--- config.mk ---
export PLATFORM = sky130hd
export DESIGN_NAME = vpr_front
export DESIGN_NICKNAME = d
export VERILOG_FILES = /design/src/vpr_pkg.sv /design/src/vpr_front.sv
export SDC_FILE = /design/constraint.sdc
export NUM_CORES = 1
export LEC_CHECK = 0
export BUFFER_PORTS_ARGS = -buffer_cell sky130_fd_sc_hd__buf_4
export CELL_PAD_IN_SITES_DETAIL_PLACEMENT = 1
export CELL_PAD_IN_SITES_GLOBAL_PLACEMENT = 2
export CORE_MARGIN = 4
export CORE_UTILIZATION = 38
export CTS_CLUSTER_DIAMETER = 40
export DETAILED_ROUTE_END_ITERATION = 10
export PLACE_DENSITY_LB_ADDON = 0.08
export SETUP_SLACK_MARGIN = 0.4
export SLEW_MARGIN = 20
export SYNTH_ARGS = -nofsm -noshare
export SYNTH_HDL_FRONTEND = slang
export SYNTH_SLANG_ARGS = --single-unit
--- constraint.sdc ---
create_clock -name clk -period 9.99 [get_ports clk]
set_clock_uncertainty 0.15 [all_clocks]
set_input_delay 0 -clock clk [delete_from_list [all_inputs] [get_ports clk]]
set_output_delay 0 -clock clk [all_outputs]
set_load 0.005 [all_outputs]
--- src/vpr_pkg.sv ---
// Shared types, constants and helpers for the velocity PID controller with ramp.
package vpr_pkg;

  // Fixed loop constants
  localparam int SAMPLE_RATE = 10;
  localparam int SCALE       = 256;
  localparam int SCALE_SHIFT = $clog2(SCALE);
  localparam int OUT_LIMIT   = 32767;

  // Field and datapath widths
  localparam int GAIN_W      = 16;
  localparam int DATA_W      = 16;
  localparam int REG_INDEX_W = 2;
  localparam int DX_W        = DATA_W + 1;              // first difference of x
  localparam int DDX_W       = DX_W + 1;                // second difference of x
  localparam int ERR_W       = 21;                      // slope minus rate times dx
  localparam int DE_W        = ERR_W + 1;               // error change
  localparam int EMAG_W      = ERR_W - 1;               // error magnitude
  localparam int KI_QUOT_W   = $clog2(65535 / SAMPLE_RATE + 1);
  localparam int KI_REM_W    = $clog2(SAMPLE_RATE);
  localparam int P_W         = GAIN_W + 1 + DE_W;       // Kp times error change
  localparam int D_W         = GAIN_W + 1 + DDX_W;      // Kd times second difference
  localparam int D10_W       = D_W + 4;                 // times sample rate
  localparam int IQ_W        = KI_QUOT_W + EMAG_W;
  localparam int IR_W        = KI_REM_W + EMAG_W;
  localparam int I_W         = IQ_W + 2;
  localparam int SUM_W       = D10_W + 1;
  localparam int Q_W         = SUM_W - SCALE_SHIFT;
  localparam int U_W         = Q_W + 1;

  // Reciprocal of the sample rate, exact for operands below 2**26
  localparam int RECIP_SHIFT = 27;
  localparam int RECIP_W     = 24;
  localparam int RECIP       = (2 ** RECIP_SHIFT + SAMPLE_RATE - 1) / SAMPLE_RATE;
  localparam int RPROD_W     = IR_W + RECIP_W;
  localparam int DIVQ_W      = RPROD_W - RECIP_SHIFT;

  // Register indexes
  localparam logic [REG_INDEX_W-1:0] REG_PROP_GAIN     = 2'd0;
  localparam logic [REG_INDEX_W-1:0] REG_INTEGRAL_GAIN = 2'd1;
  localparam logic [REG_INDEX_W-1:0] REG_DERIV_GAIN    = 2'd2;

  // Mode command codes
  localparam logic [2:0] CMD_STOP   = 3'd0;
  localparam logic [2:0] CMD_OFF    = 3'd1;
  localparam logic [2:0] CMD_NORMAL = 3'd2;
  localparam logic [2:0] CMD_RAMP   = 3'd3;

  typedef enum logic [1:0] {
    MODE_STOP   = 2'd0,
    MODE_OFF    = 2'd1,
    MODE_NORMAL = 2'd2,
    MODE_RAMP   = 2'd3
  } loop_mode_t;

  // What the output stage does with the channel's drive
  typedef enum logic [1:0] {
    DRV_HOLD  = 2'd0,
    DRV_CLEAR = 2'd1,
    DRV_STEP  = 2'd2,
    DRV_IDLE  = 2'd3
  } drive_op_t;

  typedef struct packed {
    logic                     mode;
    logic [1:0]               channel;
    logic signed [DATA_W-1:0] process_value;
    logic [2:0]               new_mode;
    logic signed [DATA_W-1:0] setpoint;
    logic signed [DATA_W-1:0] ramp_target;
    logic signed [DATA_W-1:0] ramp_slope;
  } item_t;

  typedef struct packed {
    logic [1:0]               out_channel;
    logic signed [DATA_W-1:0] drive;
    logic [1:0]               current_mode;
  } result_t;

  typedef struct packed {
    logic [GAIN_W-1:0]    kp;
    logic [GAIN_W-1:0]    kd;
    logic [KI_QUOT_W-1:0] ki_quot;
    logic [KI_REM_W-1:0]  ki_rem;
    logic                 ki_zero;
  } gains_t;

  typedef struct packed {
    logic [1:0]              channel;
    loop_mode_t              mode;
    drive_op_t               op;
    logic signed [DE_W-1:0]  p_op;
    logic signed [DDX_W-1:0] d_op;
    logic                    e_neg;
    logic [EMAG_W-1:0]       e_mag;
  } front_t;

  typedef struct packed {
    logic [1:0]            channel;
    loop_mode_t            mode;
    drive_op_t             op;
    logic signed [P_W-1:0] p_prod;
    logic signed [D_W-1:0] d_prod;
    logic [IQ_W-1:0]       iq_prod;
    logic [IR_W-1:0]       ir_prod;
    logic                  e_neg;
  } prod_t;

  typedef struct packed {
    logic [1:0]              channel;
    loop_mode_t              mode;
    drive_op_t               op;
    logic signed [P_W-1:0]   p;
    logic signed [I_W-1:0]   i;
    logic signed [D10_W-1:0] d10;
  } term_t;

  // Floor division by the sample rate through a reciprocal multiply
  function automatic logic [DIVQ_W-1:0] div_rate(input logic [IR_W-1:0] x);
    logic [RPROD_W-1:0] prod;
    prod = RPROD_W'(x) * RPROD_W'(RECIP);
    return prod[RPROD_W-1:RECIP_SHIFT];
  endfunction

endpackage

--- src/vpr_front.sv ---
// Input register, per-channel loop state, mode handling and error differences.
module vpr_front #(
  parameter int CHANNELS = 4
) (
  input  logic             clk,
  input  logic             rst,
  input  vpr_pkg::gains_t  gains,
  input  logic             item_valid,
  output logic             item_stall,
  input  vpr_pkg::item_t   item,
  output logic             dn_valid,
  input  logic             dn_stall,
  output vpr_pkg::front_t  front
);

  localparam int IDX_W = (CHANNELS > 1) ? $clog2(CHANNELS) : 1;

  typedef struct packed {
    vpr_pkg::loop_mode_t              mode;
    logic signed [vpr_pkg::DATA_W-1:0] setpoint;
    logic signed [vpr_pkg::DATA_W-1:0] target;
    logic signed [vpr_pkg::DATA_W-1:0] slope;
    logic signed [vpr_pkg::DATA_W-1:0] last_pv;
    logic signed [vpr_pkg::ERR_W-1:0]  last_err;
    logic signed [vpr_pkg::DX_W-1:0]   last_dx;
  } loop_t;

  loop_t                              loops [CHANNELS];
  loop_t                              cur;
  loop_t                              loop_next;
  vpr_pkg::item_t                     s0;
  logic                               s0_v;
  logic                               s0_ready;
  logic                               s0_adv;
  logic                               s1_ready;
  logic                               in_range;
  logic [IDX_W-1:0]                   idx;
  vpr_pkg::front_t                    front_next;
  logic signed [vpr_pkg::DX_W-1:0]    dx;
  logic signed [vpr_pkg::DDX_W-1:0]   ddx;
  logic signed [vpr_pkg::ERR_W-1:0]   err;
  logic signed [vpr_pkg::ERR_W-1:0]   err_abs;
  logic signed [vpr_pkg::DE_W-1:0]    de;
  logic                               ramp_done;
  logic                               flip;

  assign s1_ready   = !dn_valid || !dn_stall;
  assign s0_ready   = !s0_v || s1_ready;
  assign s0_adv     = s0_v && s1_ready;
  assign item_stall = !s0_ready;

  assign in_range = int'(s0.channel) < CHANNELS;
  assign idx      = in_range ? IDX_W'(s0.channel) : '0;

  always_comb begin
    cur = loops[idx];
    loop_next = cur;

    dx = vpr_pkg::DX_W'(s0.process_value) - vpr_pkg::DX_W'(cur.last_pv);
    if (cur.mode == vpr_pkg::MODE_RAMP) begin
      err = vpr_pkg::ERR_W'(cur.slope)
          - vpr_pkg::ERR_W'(dx) * vpr_pkg::ERR_W'(vpr_pkg::SAMPLE_RATE);
    end else begin
      err = vpr_pkg::ERR_W'(cur.setpoint) - vpr_pkg::ERR_W'(s0.process_value);
    end
    ddx     = vpr_pkg::DDX_W'(dx) - vpr_pkg::DDX_W'(cur.last_dx);
    de      = vpr_pkg::DE_W'(err) - vpr_pkg::DE_W'(cur.last_err);
    err_abs = err[vpr_pkg::ERR_W-1] ? -err : err;

    ramp_done = (s0.process_value >= cur.target && cur.slope > 0)
             || (s0.process_value <= cur.target && cur.slope < 0)
             || (cur.slope == '0);
    flip = (cur.last_pv > s0.ramp_target && s0.ramp_slope > 0)
        || (cur.last_pv < s0.ramp_target && s0.ramp_slope < 0);

    front_next = '0;
    front_next.channel = s0.channel;
    front_next.op = vpr_pkg::DRV_HOLD;

    if (!in_range) begin
      front_next.op = vpr_pkg::DRV_IDLE;
    end else if (s0.mode) begin
      // load all three values, then apply the transition
      loop_next.setpoint = s0.setpoint;
      loop_next.target   = s0.ramp_target;
      loop_next.slope    = s0.ramp_slope;
      unique case (s0.new_mode)
        vpr_pkg::CMD_OFF: begin
          loop_next = '0;
          loop_next.mode = vpr_pkg::MODE_OFF;
          front_next.op = vpr_pkg::DRV_CLEAR;
        end
        vpr_pkg::CMD_NORMAL: begin
          loop_next.mode = vpr_pkg::MODE_NORMAL;
        end
        vpr_pkg::CMD_RAMP: begin
          // turn the slope toward the target
          if (flip) begin
            loop_next.slope = (s0.ramp_slope == -16'sd32768) ? 16'sd32767 : -s0.ramp_slope;
          end
          loop_next.mode = vpr_pkg::MODE_RAMP;
        end
        default: begin
          loop_next.mode = vpr_pkg::MODE_STOP;
        end
      endcase
    end else begin
      unique case (cur.mode)
        vpr_pkg::MODE_NORMAL, vpr_pkg::MODE_RAMP: begin
          loop_next.last_dx  = dx;
          loop_next.last_err = err;
          loop_next.last_pv  = s0.process_value;
          if (cur.mode == vpr_pkg::MODE_RAMP && ramp_done) begin
            loop_next.setpoint = cur.target;
            loop_next.mode     = vpr_pkg::MODE_NORMAL;
          end
          front_next.op   = vpr_pkg::DRV_STEP;
          front_next.d_op = -ddx;
          if (gains.ki_zero) begin
            front_next.p_op = de;
          end else begin
            front_next.p_op  = -vpr_pkg::DE_W'(dx);
            front_next.e_neg = err[vpr_pkg::ERR_W-1];
            front_next.e_mag = err_abs[vpr_pkg::EMAG_W-1:0];
          end
        end
        vpr_pkg::MODE_OFF: begin
          loop_next.mode = vpr_pkg::MODE_STOP;
        end
        vpr_pkg::MODE_STOP: begin
        end
      endcase
    end

    front_next.mode = in_range ? loop_next.mode : vpr_pkg::MODE_STOP;
  end

  always_ff @(posedge clk) begin
    if (rst) begin
      s0_v     <= 1'b0;
      dn_valid <= 1'b0;
      for (int c = 0; c < CHANNELS; c++) begin
        loops[c] <= '0;
      end
    end else begin
      if (s0_ready) begin
        s0_v <= item_valid;
      end
      if (s1_ready) begin
        dn_valid <= s0_v;
      end
      if (s0_adv && in_range) begin
        loops[idx] <= loop_next;
      end
    end
  end

  always_ff @(posedge clk) begin
    if (s0_ready && item_valid) begin
      s0 <= item;
    end
    if (s0_adv) begin
      front <= front_next;
    end
  end

endmodule

==> impl_metrics.ini, run 1 <==
[detailed_routing]
vias = 23300
highest_layer = met4
ant_nets = 0
avgRoutedWirePerCell_um = 25.3
route.detailed.drc = 0
wl_met2_um = 52500
drt-met1-wl_um = 46200
drt-vias-per-instance = 5.52
drt_iter0_markers = 1351
dr_wl_met3_um = 4330
dr.pass1.iters = 5
wl_um = 107000

[sta]
fin_crit_sh_pct = 88.7
finalHoldViolations = 0
worst_pin_slew_ps = 1040
period_needed_ps = 8860
slew_violations = 0
hold_ws_ps = 43.8
rsz0062_at_grt = false
setup_tns_ps = 0
setup_viol = 0
max_freq_mhz = 113
slew_headroom_pct = 30.5

[final_layout]
fin_util_pct = 47.5
num-nets-final = 3335
area_growth_syn_to_layout_pct = 24.0
stdcell_count = 4229
drive_above_1_share_pct = 18.6

[min_path]
min_path_cells = 3
min_from = item[67]
min_path_type = in -> reg

[floorplanning]
chipHeight_um = 296
rows = 105
die_x_um = 296
die_area_sq_mm = 0.0874
start_util_pct = 38.3
core-area_sq_mm = 0.0821
io_pins = 193

[critical_path]
critPathMaxFanout = 19
r2r_cells = 33
cp_slowest_cell = dfxtp_4
critPathKind = reg -> reg
r2r_setup_slack_ps = 1130
arrival_ps = 9110
crit_top_cell = a21oi_1
max_stage_delay_ps = 640
startpoint_type = register
reg2reg_to = front[59]
end_kind = register
worst_ep_required_time_ps = 10240

[yosys]
yosysWarnings = 0
synth.area.top_cells = edfxtp_1 (53%), mux4_2 (7.4%), ha_1 (5.6%), nor2_1 (5.5%), inv_1 (2.4%)
synth_ff_type = edfxtp_1
syn_nets = 3015
async_flop_share_pct = 0
synth_cell_types = 107
yosysSeqAreaShare_pct = 53.1
synth_commonest_cells = edfxtp_1 (553), nor2_1 (459), inv_1 (204)
post-synth-top-count-cell = edfxtp_1
synth_area_sq_mm = 0.0315
synthCells = 2745
synth_top_cell_area_share_pct = 52.8
synth_seq_cells = 557
yosysTopAreaCell = edfxtp_1
synth_edf_count = 553
avgSynthCellArea_sq_um = 11.5

[clock_network]
cts_buffers = 107
post-cts-setup-buffer-count = 0
cts_sinks = 557
clkTransAtPathRegs_ps = 50
cts_tree = yes
clock_path_buffers = 3
clk-insertion-delay-late_ps = 690
h-tree-depth = 3
clock_tree.root_cell = clkbuf_16

[job]
maxCapViolCount = 0

[outcome]
status = completed

[global_routing]
antenna_found_initial = 0
grt_pass1_vias = 25200
grt_use_total_pct = 24.6
grt_pass1_wl_um = 160000
grt_max_degree = 83
overflow = 0

[pwr]
p_leak_nw = 15.3
power_mw = 9.94
powerDensity_mw_per_mm2 = 255
ir_worst_vdd_uv = 191

[placed_design]
gp_congestion = 0.874
portBuffers = 143
dp_hpwl_um = 71000
placed_cells = 3879
[cells in the final DEF, fill, tap and decap left out, types with 17 or more instances in the layout]
master         instances
mux4_2               104
a31oi_1               20
o21ai_0               84
ha_1                 140
nand2b_1              17
and2_1                22
buf_4                189
a21o_1                39
nor3_1               131
a211oi_1              20
nor2_1               458
edfxtp_1             553
o211ai_1              19
dlygate4sd3_1        147
xnor2_1               58
a21oi_1              100
xor2_1                41
clkbuf_16            107
nand2_1              176
or3_1                 22
o21a_1                29
inv_6                 21
mux2_2                22
nor2b_1               49
inv_1                203
nand3_1               21
[kinds of logic after synthesis]
| group | count (synthesis) | share of synthesized area (%) |
|---|---|---|
| simple gates | 999 | 14.6 |
| compound gates | 463 | 10.4 |
| xor+xnor | 103 | 2.99 |
| fa+ha+maj | 148 | 6.01 |
| flops | 557 | 53.1 |
| mux | 142 | 8.74 |
| buf+inv | 333 | 4.19 |
[sequential cells by signal, indices dropped and copies added, names as in the netlist, named ones only]
name and count:
s0_v 1, s0 68, loops 416, front 67, dn_valid 1, idx 2
[power by group]
group	switching [mW]	internal, mW
Clock	1.37	2.39
Sequential	0.0594	2.71
Combinational	2.12	1.30
[worst max path at each step]
stage / from / end / slack, ps / cells past startpoint
2_1_floorplan: s0_v / loops[0][0] / 700 / 4
5_1_grt: register / front[59] / 520 / 29
3_5_place_dp: register / front[59] / 1000 / 33
4_1_cts: register / front[59] / 970 / 33
6_report: register / front[59] / 1130 / 33
3_3_place_gp: register / front[59] / 1200 / 33
[through the flow]
step	setup slack, ps	instance area, sq um
4_1_cts	971	39000
6_report	1130	39000
2_1_floorplan	695	31500
3_3_place_gp	1200	33800
3_5_place_dp	999	33800
5_1_grt	522	39000
[cell type report]
cell class / count / area (sq um)
clock inverter: 85 / 1030
tap: 1070 / 1340
fill: 8592 / 43100
timing repair buffer: 336 / 2890
multi-input combinational: 1855 / 13500
clock buffer: 117 / 2740
inverter: 208 / 782
antenna: 1 / 2.50
sequential: 557 / 16700
[routing by layer]
metal	vias up	GRT usage (%)
li1	10800	-
met1	11900	31.4
met2	505	42.5
met3	175	3.33
met4	0	9.56
met5	-	0
[critical path: cells and delay by family, from the launching register on]
kind            cells  cell delay (ps)
compound gates     14             2890
flops               1              640
buf+inv             1              100
fa+ha+maj           6             2080
simple gates        8             1450
mux                 2              850
xor+xnor            2              400
[timing repair]
item	4_1_cts	5_1_grt
endpoints found under the hold margin	181	0
hold buffers	147	0
resized for setup	0	1
endpoints found under the setup margin	0	1
No activity file was read; power rests on OpenSTA's default activity.
==> run 2, diff against run 1 <==
BUFFER_PORTS_ARGS = unset   (was -buffer_cell sky130_fd_sc_hd__buf_4)
CORE_UTILIZATION = 41   (was 38)
CTS_BUF_LIST = sky130_fd_sc_hd__clkbuf_4 sky130_fd_sc_hd__clkbuf_8   (was unset)
DONT_BUFFER_PORTS = 1   (was unset)
==> run 2 against run 1 <==
First-iteration DRC count grew 14%; largest cell class unchanged; critical endpoint unchanged; design area shrank 6.5%; clock power fell by 34%.
==> impl_metrics.ini, run 2 (synthesis results as in run 1) <==
[outcome]
status = completed

[final_layout]
fillers = 7961
num-nets-final = 3191
area_growth_syn_to_layout_pct = 16.0
drive_above_1_share_pct = 14.3
fin_util_pct = 48.0
reg_top3 = loops: 416 flops, s0: 68 flops, front: 67 flops
regMostFlops = loops
stdcell_count = 4042
mostFrequentLayoutCells = edfxtp_1 (553), nor2_1 (458), inv_1 (203)
final_common_cell = edfxtp_1
largest_reg_flops = 416
register_area_sq_mm = 0.0167
multi_input_area_sq_mm = 0.0135

[min_path]
hold_end = idx[1]
min_path_type = in -> reg
min_from = item_valid
min_path_cells = 3

[critical_path]
r2r_setup_slack_ps = 1030
worst_ep_required_time_ps = 10280
arrival_ps = 9250
crit_top_cell = a21oi_1
reg2reg_to = front[59]
critPathMaxFanout = 28
cp_slowest_cell = dfxtp_4
critPathKind = reg -> reg
worst_path_dominant_cell_family = compound AO/OA/AOI/OAI gates
path_buf_inv = 1
end_kind = register
r2r_cells = 33
max_stage_delay_ps = 680
startpoint_type = register

[floorplanning]
start_util_pct = 41.4
io_pins = 193
core-area_sq_mm = 0.0759
rows = 101
chipHeight_um = 285
die_area_sq_mm = 0.0812
die_x_um = 285

[clock_network]
cts_sinks = 557
cts_resized = 0
cts_buffers = 107
cts_tree = yes
hold_buffers = 148
clkTransAtPathRegs_ps = 60
post-cts-setup-buffer-count = 0
clock_path_buffers = 3
h-tree-depth = 3
clock_tree.root_cell = clkbuf_8
clk-insertion-delay-late_ps = 750

[placed_design]
portBuffers = 0
dp_hpwl_um = 68500
gp_congestion = 0.915
placed_cells = 3694

[global_routing]
grt.met2_usage_pct = 44.1
use_met1_pct = 33.0
antenna_found_initial = 1
grt_use_total_pct = 25.3
grt_pass1_wl_um = 155000
top_usage_layer = met2
grt_pass1_vias = 24300
grt_max_degree = 80
use_met3_pct = 3.35
overflow = 0

[pwr]
swShare_pct = 37.7
powerDensity_mw_per_mm2 = 237
ir_worst_vdd_uv = 144
pwr-share-clk_pct = 29.0
power_frac_comb_pct = 39.0
p_leak_nw = 14.0
p_seq_share_pct = 32.0
p_switching_mw = 3.25
internal_power_mw = 5.38

[sta]
slew_violations = 0
max_freq_mhz = 112
rsz0062_at_grt = false
period_needed_ps = 8960
setup_tns_ps = 0
finalHoldViolations = 0
slew_headroom_pct = 28.5
fin_crit_sh_pct = 89.7
setup_viol = 0
hold_ws_ps = 108
worst_pin_slew_ps = 1070

[detailed_routing]
avgRoutedWirePerCell_um = 25.7
dr.pass1.iters = 7
route.detailed.drc = 0
wl_um = 104000
drt-vias-per-instance = 5.68
ant_nets = 0
drt_iter0_markers = 1543
vias = 23000

[job]
maxCapViolCount = 0
run 2: final cells by class:
class,instances,share of cell area [%]
Inverter,208,2.14
Clock inverter,69,1.98
Timing Repair Buffer,192,4.97
Sequential cell,557,45.8
Tap cell,1030,3.53
Clock buffer,130,4.51
Antenna cell,1,0.00686
Multi-Input combinational cell,1855,37.1
run 2: worst max-delay path by stage:
stage,endpoint,startpoint,depth (start not counted),slack [ps]
6_report,front[59],register,33,1030
5_1_grt,front[59],register,34,480
4_1_cts,front[59],register,33,1070
3_5_place_dp,front[59],register,33,1170
3_3_place_gp,front[59],register,33,1200
2_1_floorplan,loops[0][0],s0_v,4,700
run 2: worst reg2reg max path: cells and delay by family, from the launching register on:
kind            cells  cell delay (ps)
mux                 2              710
xor+xnor            2              440
compound gates     14             3170
buf+inv             1              100
simple gates        8             1320
flops               1              680
fa+ha+maj           6             2100
run 2: per-layer routing:
metal / routed length (um) / part of all wire, % / vias up
met4: 3140 / 3.0 / 0
met2: 51700 / 50 / 602
met5: 0 / 0 / -
met1: 44300 / 43 / 11700
met3: 4750 / 4.6 / 161
li1: - / - / 10500
run 2: power by group through the flow:
stage / Sequential (mW) / Combinational [mW] / Clock (mW)
final: 2.77 / 3.36 / 2.50
after global routing: 2.78 / 3.67 / 2.68
after CTS: 2.77 / 3.36 / 2.56
after detailed placement: 2.82 / 3.30 / 0
after global placement: 2.81 / 3.25 / 0
after floorplan: 2.79 / 2.33 / 0
run 2: stage by stage:
step,total power [mW],setup WS (ps),instance area [sq um]
floorplan,5.12,695,31500
global placement,6.06,1200,32600
detailed placement,6.11,1170,32600
CTS,8.69,1070,36500
global route,9.12,479,36500
finish,8.63,1030,36500
==> run 3, diff against run 2 <==
CAP_MARGIN = 20   (was unset)
HOLD_SLACK_MARGIN = 0.15   (was unset)
==> run 3 against run 2 <==
Die area unchanged; final cell count about the same; global-route usage about the same; power about the same; combinational power about the same; wire length about the same; largest cell class unchanged.
==> impl_metrics.ini, run 3 (synthesis results as in run 1) <==
[floorplanning]
rows = 101
io_pins = 193
die_x_um = 285
start_util_pct = 41.4
chipHeight_um = 285
die_area_sq_mm = 0.0812
core-area_sq_mm = 0.0759

[sta]
worst_pin_slew_ps = 1050
finalHoldViolations = 0
slew_violations = 0
period_needed_ps = 8950
slew_headroom_pct = 29.3
max_freq_mhz = 112
fin_crit_sh_pct = 89.6
setup_viol = 0
rsz0062_at_grt = false
setup_tns_ps = 0

[pwr]
ir_worst_vdd_uv = 145
powerDensity_mw_per_mm2 = 237
power_mw = 8.64
p_leak_nw = 14.0

[critical_path]
critPathKind = reg -> reg
arrival_ps = 9230
worst_ep_required_time_ps = 10270
end_kind = register
critPathMaxFanout = 28
max_stage_delay_ps = 680
reg2reg_to = front[59]
r2r_cells = 33
r2r_setup_slack_ps = 1040
crit_top_cell = a21oi_1
cp_slowest_cell = dfxtp_4
startpoint_type = register
crit_end = front[59]

[min_path]
min_from = item[25]
min_path_type = in -> reg

[final_layout]
area_growth_syn_to_layout_pct = 16.0
largest_reg_flops = 416
drive_above_1_share_pct = 14.3
mostFrequentLayoutCells = edfxtp_1 (553), nor2_1 (458), inv_1 (203)
final_common_cell = edfxtp_1
reg_top3 = loops: 416 flops, s0: 68 flops, front: 67 flops
fillers = 7964
register_area_sq_mm = 0.0167
regMostFlops = loops
multi_input_area_sq_mm = 0.0135
num-nets-final = 3193

[clock_network]
h-tree-depth = 3
cts_buffers = 107
cts_resized = 0
clkTransAtPathRegs_ps = 70
clock_path_buffers = 3
cts_tree = yes
cts_sinks = 557
clk-insertion-delay-late_ps = 740
clock_tree.root_cell = clkbuf_8

[placed_design]
gp_congestion = 0.915
dp_hpwl_um = 68500
portBuffers = 0

[detailed_routing]
drt_iter0_markers = 1550
wl_um = 104000
route.detailed.drc = 0
dr.pass1.iters = 5
ant_nets = 0
drt-vias-per-instance = 5.67
avgRoutedWirePerCell_um = 25.7
vias = 22900

[global_routing]
overflow = 0
grt_pass1_wl_um = 155000
grt_max_degree = 80
grt_pass1_vias = 24300
antenna_found_initial = 1
grt_use_total_pct = 25.3

[job]
maxCapViolCount = 0

[outcome]
status = completed
==> run 3: per-layer routing <==
metal  global-route usage (%)  vias up  wire [um]  part of all wire, %
met5                        0        -          0                    0
met4                     8.02        0       3060                  2.9
met3                     3.35      159       4540                  4.4
met2                     44.1      567      51700                   50
met1                     33.0    11700      44500                   43
li1                         -    10500          -                    -
==> run 3: worst max-delay path: cells and delay by family, from the launching register on <==
kind,cells,cell delay (ps)
AO/OA/AOI/OAI,14,3160
buffers and inverters,1,100
AND/OR/NAND/NOR,8,1310
XOR/XNOR,2,440
flip-flops,1,680
adder cells (fa/ha/maj),6,2080
multiplexers,2,680
==> run 3: worst min-delay path by stage <==
stage	to	slack, ps	cells past startpoint
after detailed placement	s0_v	-80	1
after CTS	s0[37]	190	2
final	s0[25]	260	2
after floorplan	s0_v	-80	1
after global routing	s0[46]	250	2
after global placement	s0_v	-80	1
==> run 3: stage by stage <==
stage	instances	utilization, %	setup WS [ps]	hold slack [ps]	instance area [sq um]
floorplan	2745	-	695	-80.9	31500
global placement	3694	43.0	1200	-78.5	32600
detailed placement	3694	43.0	1170	-77.2	32600
CTS	4042	48.0	1070	194	36500
global route	4044	48.1	479	251	36500
finish	4044	48.1	1040	256	36500
==> run 3: layout make-up <==
cell class / count / area share [%]
well taps: 1030 / 3.53
repair buffers: 194 / 5.01
flip-flops and latches: 557 / 45.7
diodes: 1 / 0.00686
inverters: 208 / 2.14
clock inverters: 69 / 1.98
multi-input cells: 1855 / 37.1
clock buffers: 130 / 4.51
==> run 3: timing repair <==
item,in CTS,in global routing
buffers inserted,0,0
hold endpoints to repair,504,0
hold buffers,149,0
setup endpoints to repair,0,0
==> run 3: report_power, final <==
group | switching, mW | internal [mW] | total, mW
clock network | 1.08 | 1.43 | 2.50
registers | 0.0636 | 2.70 | 2.77
logic | 2.11 | 1.25 | 3.36
total | 3.25 | 5.38 | 8.64
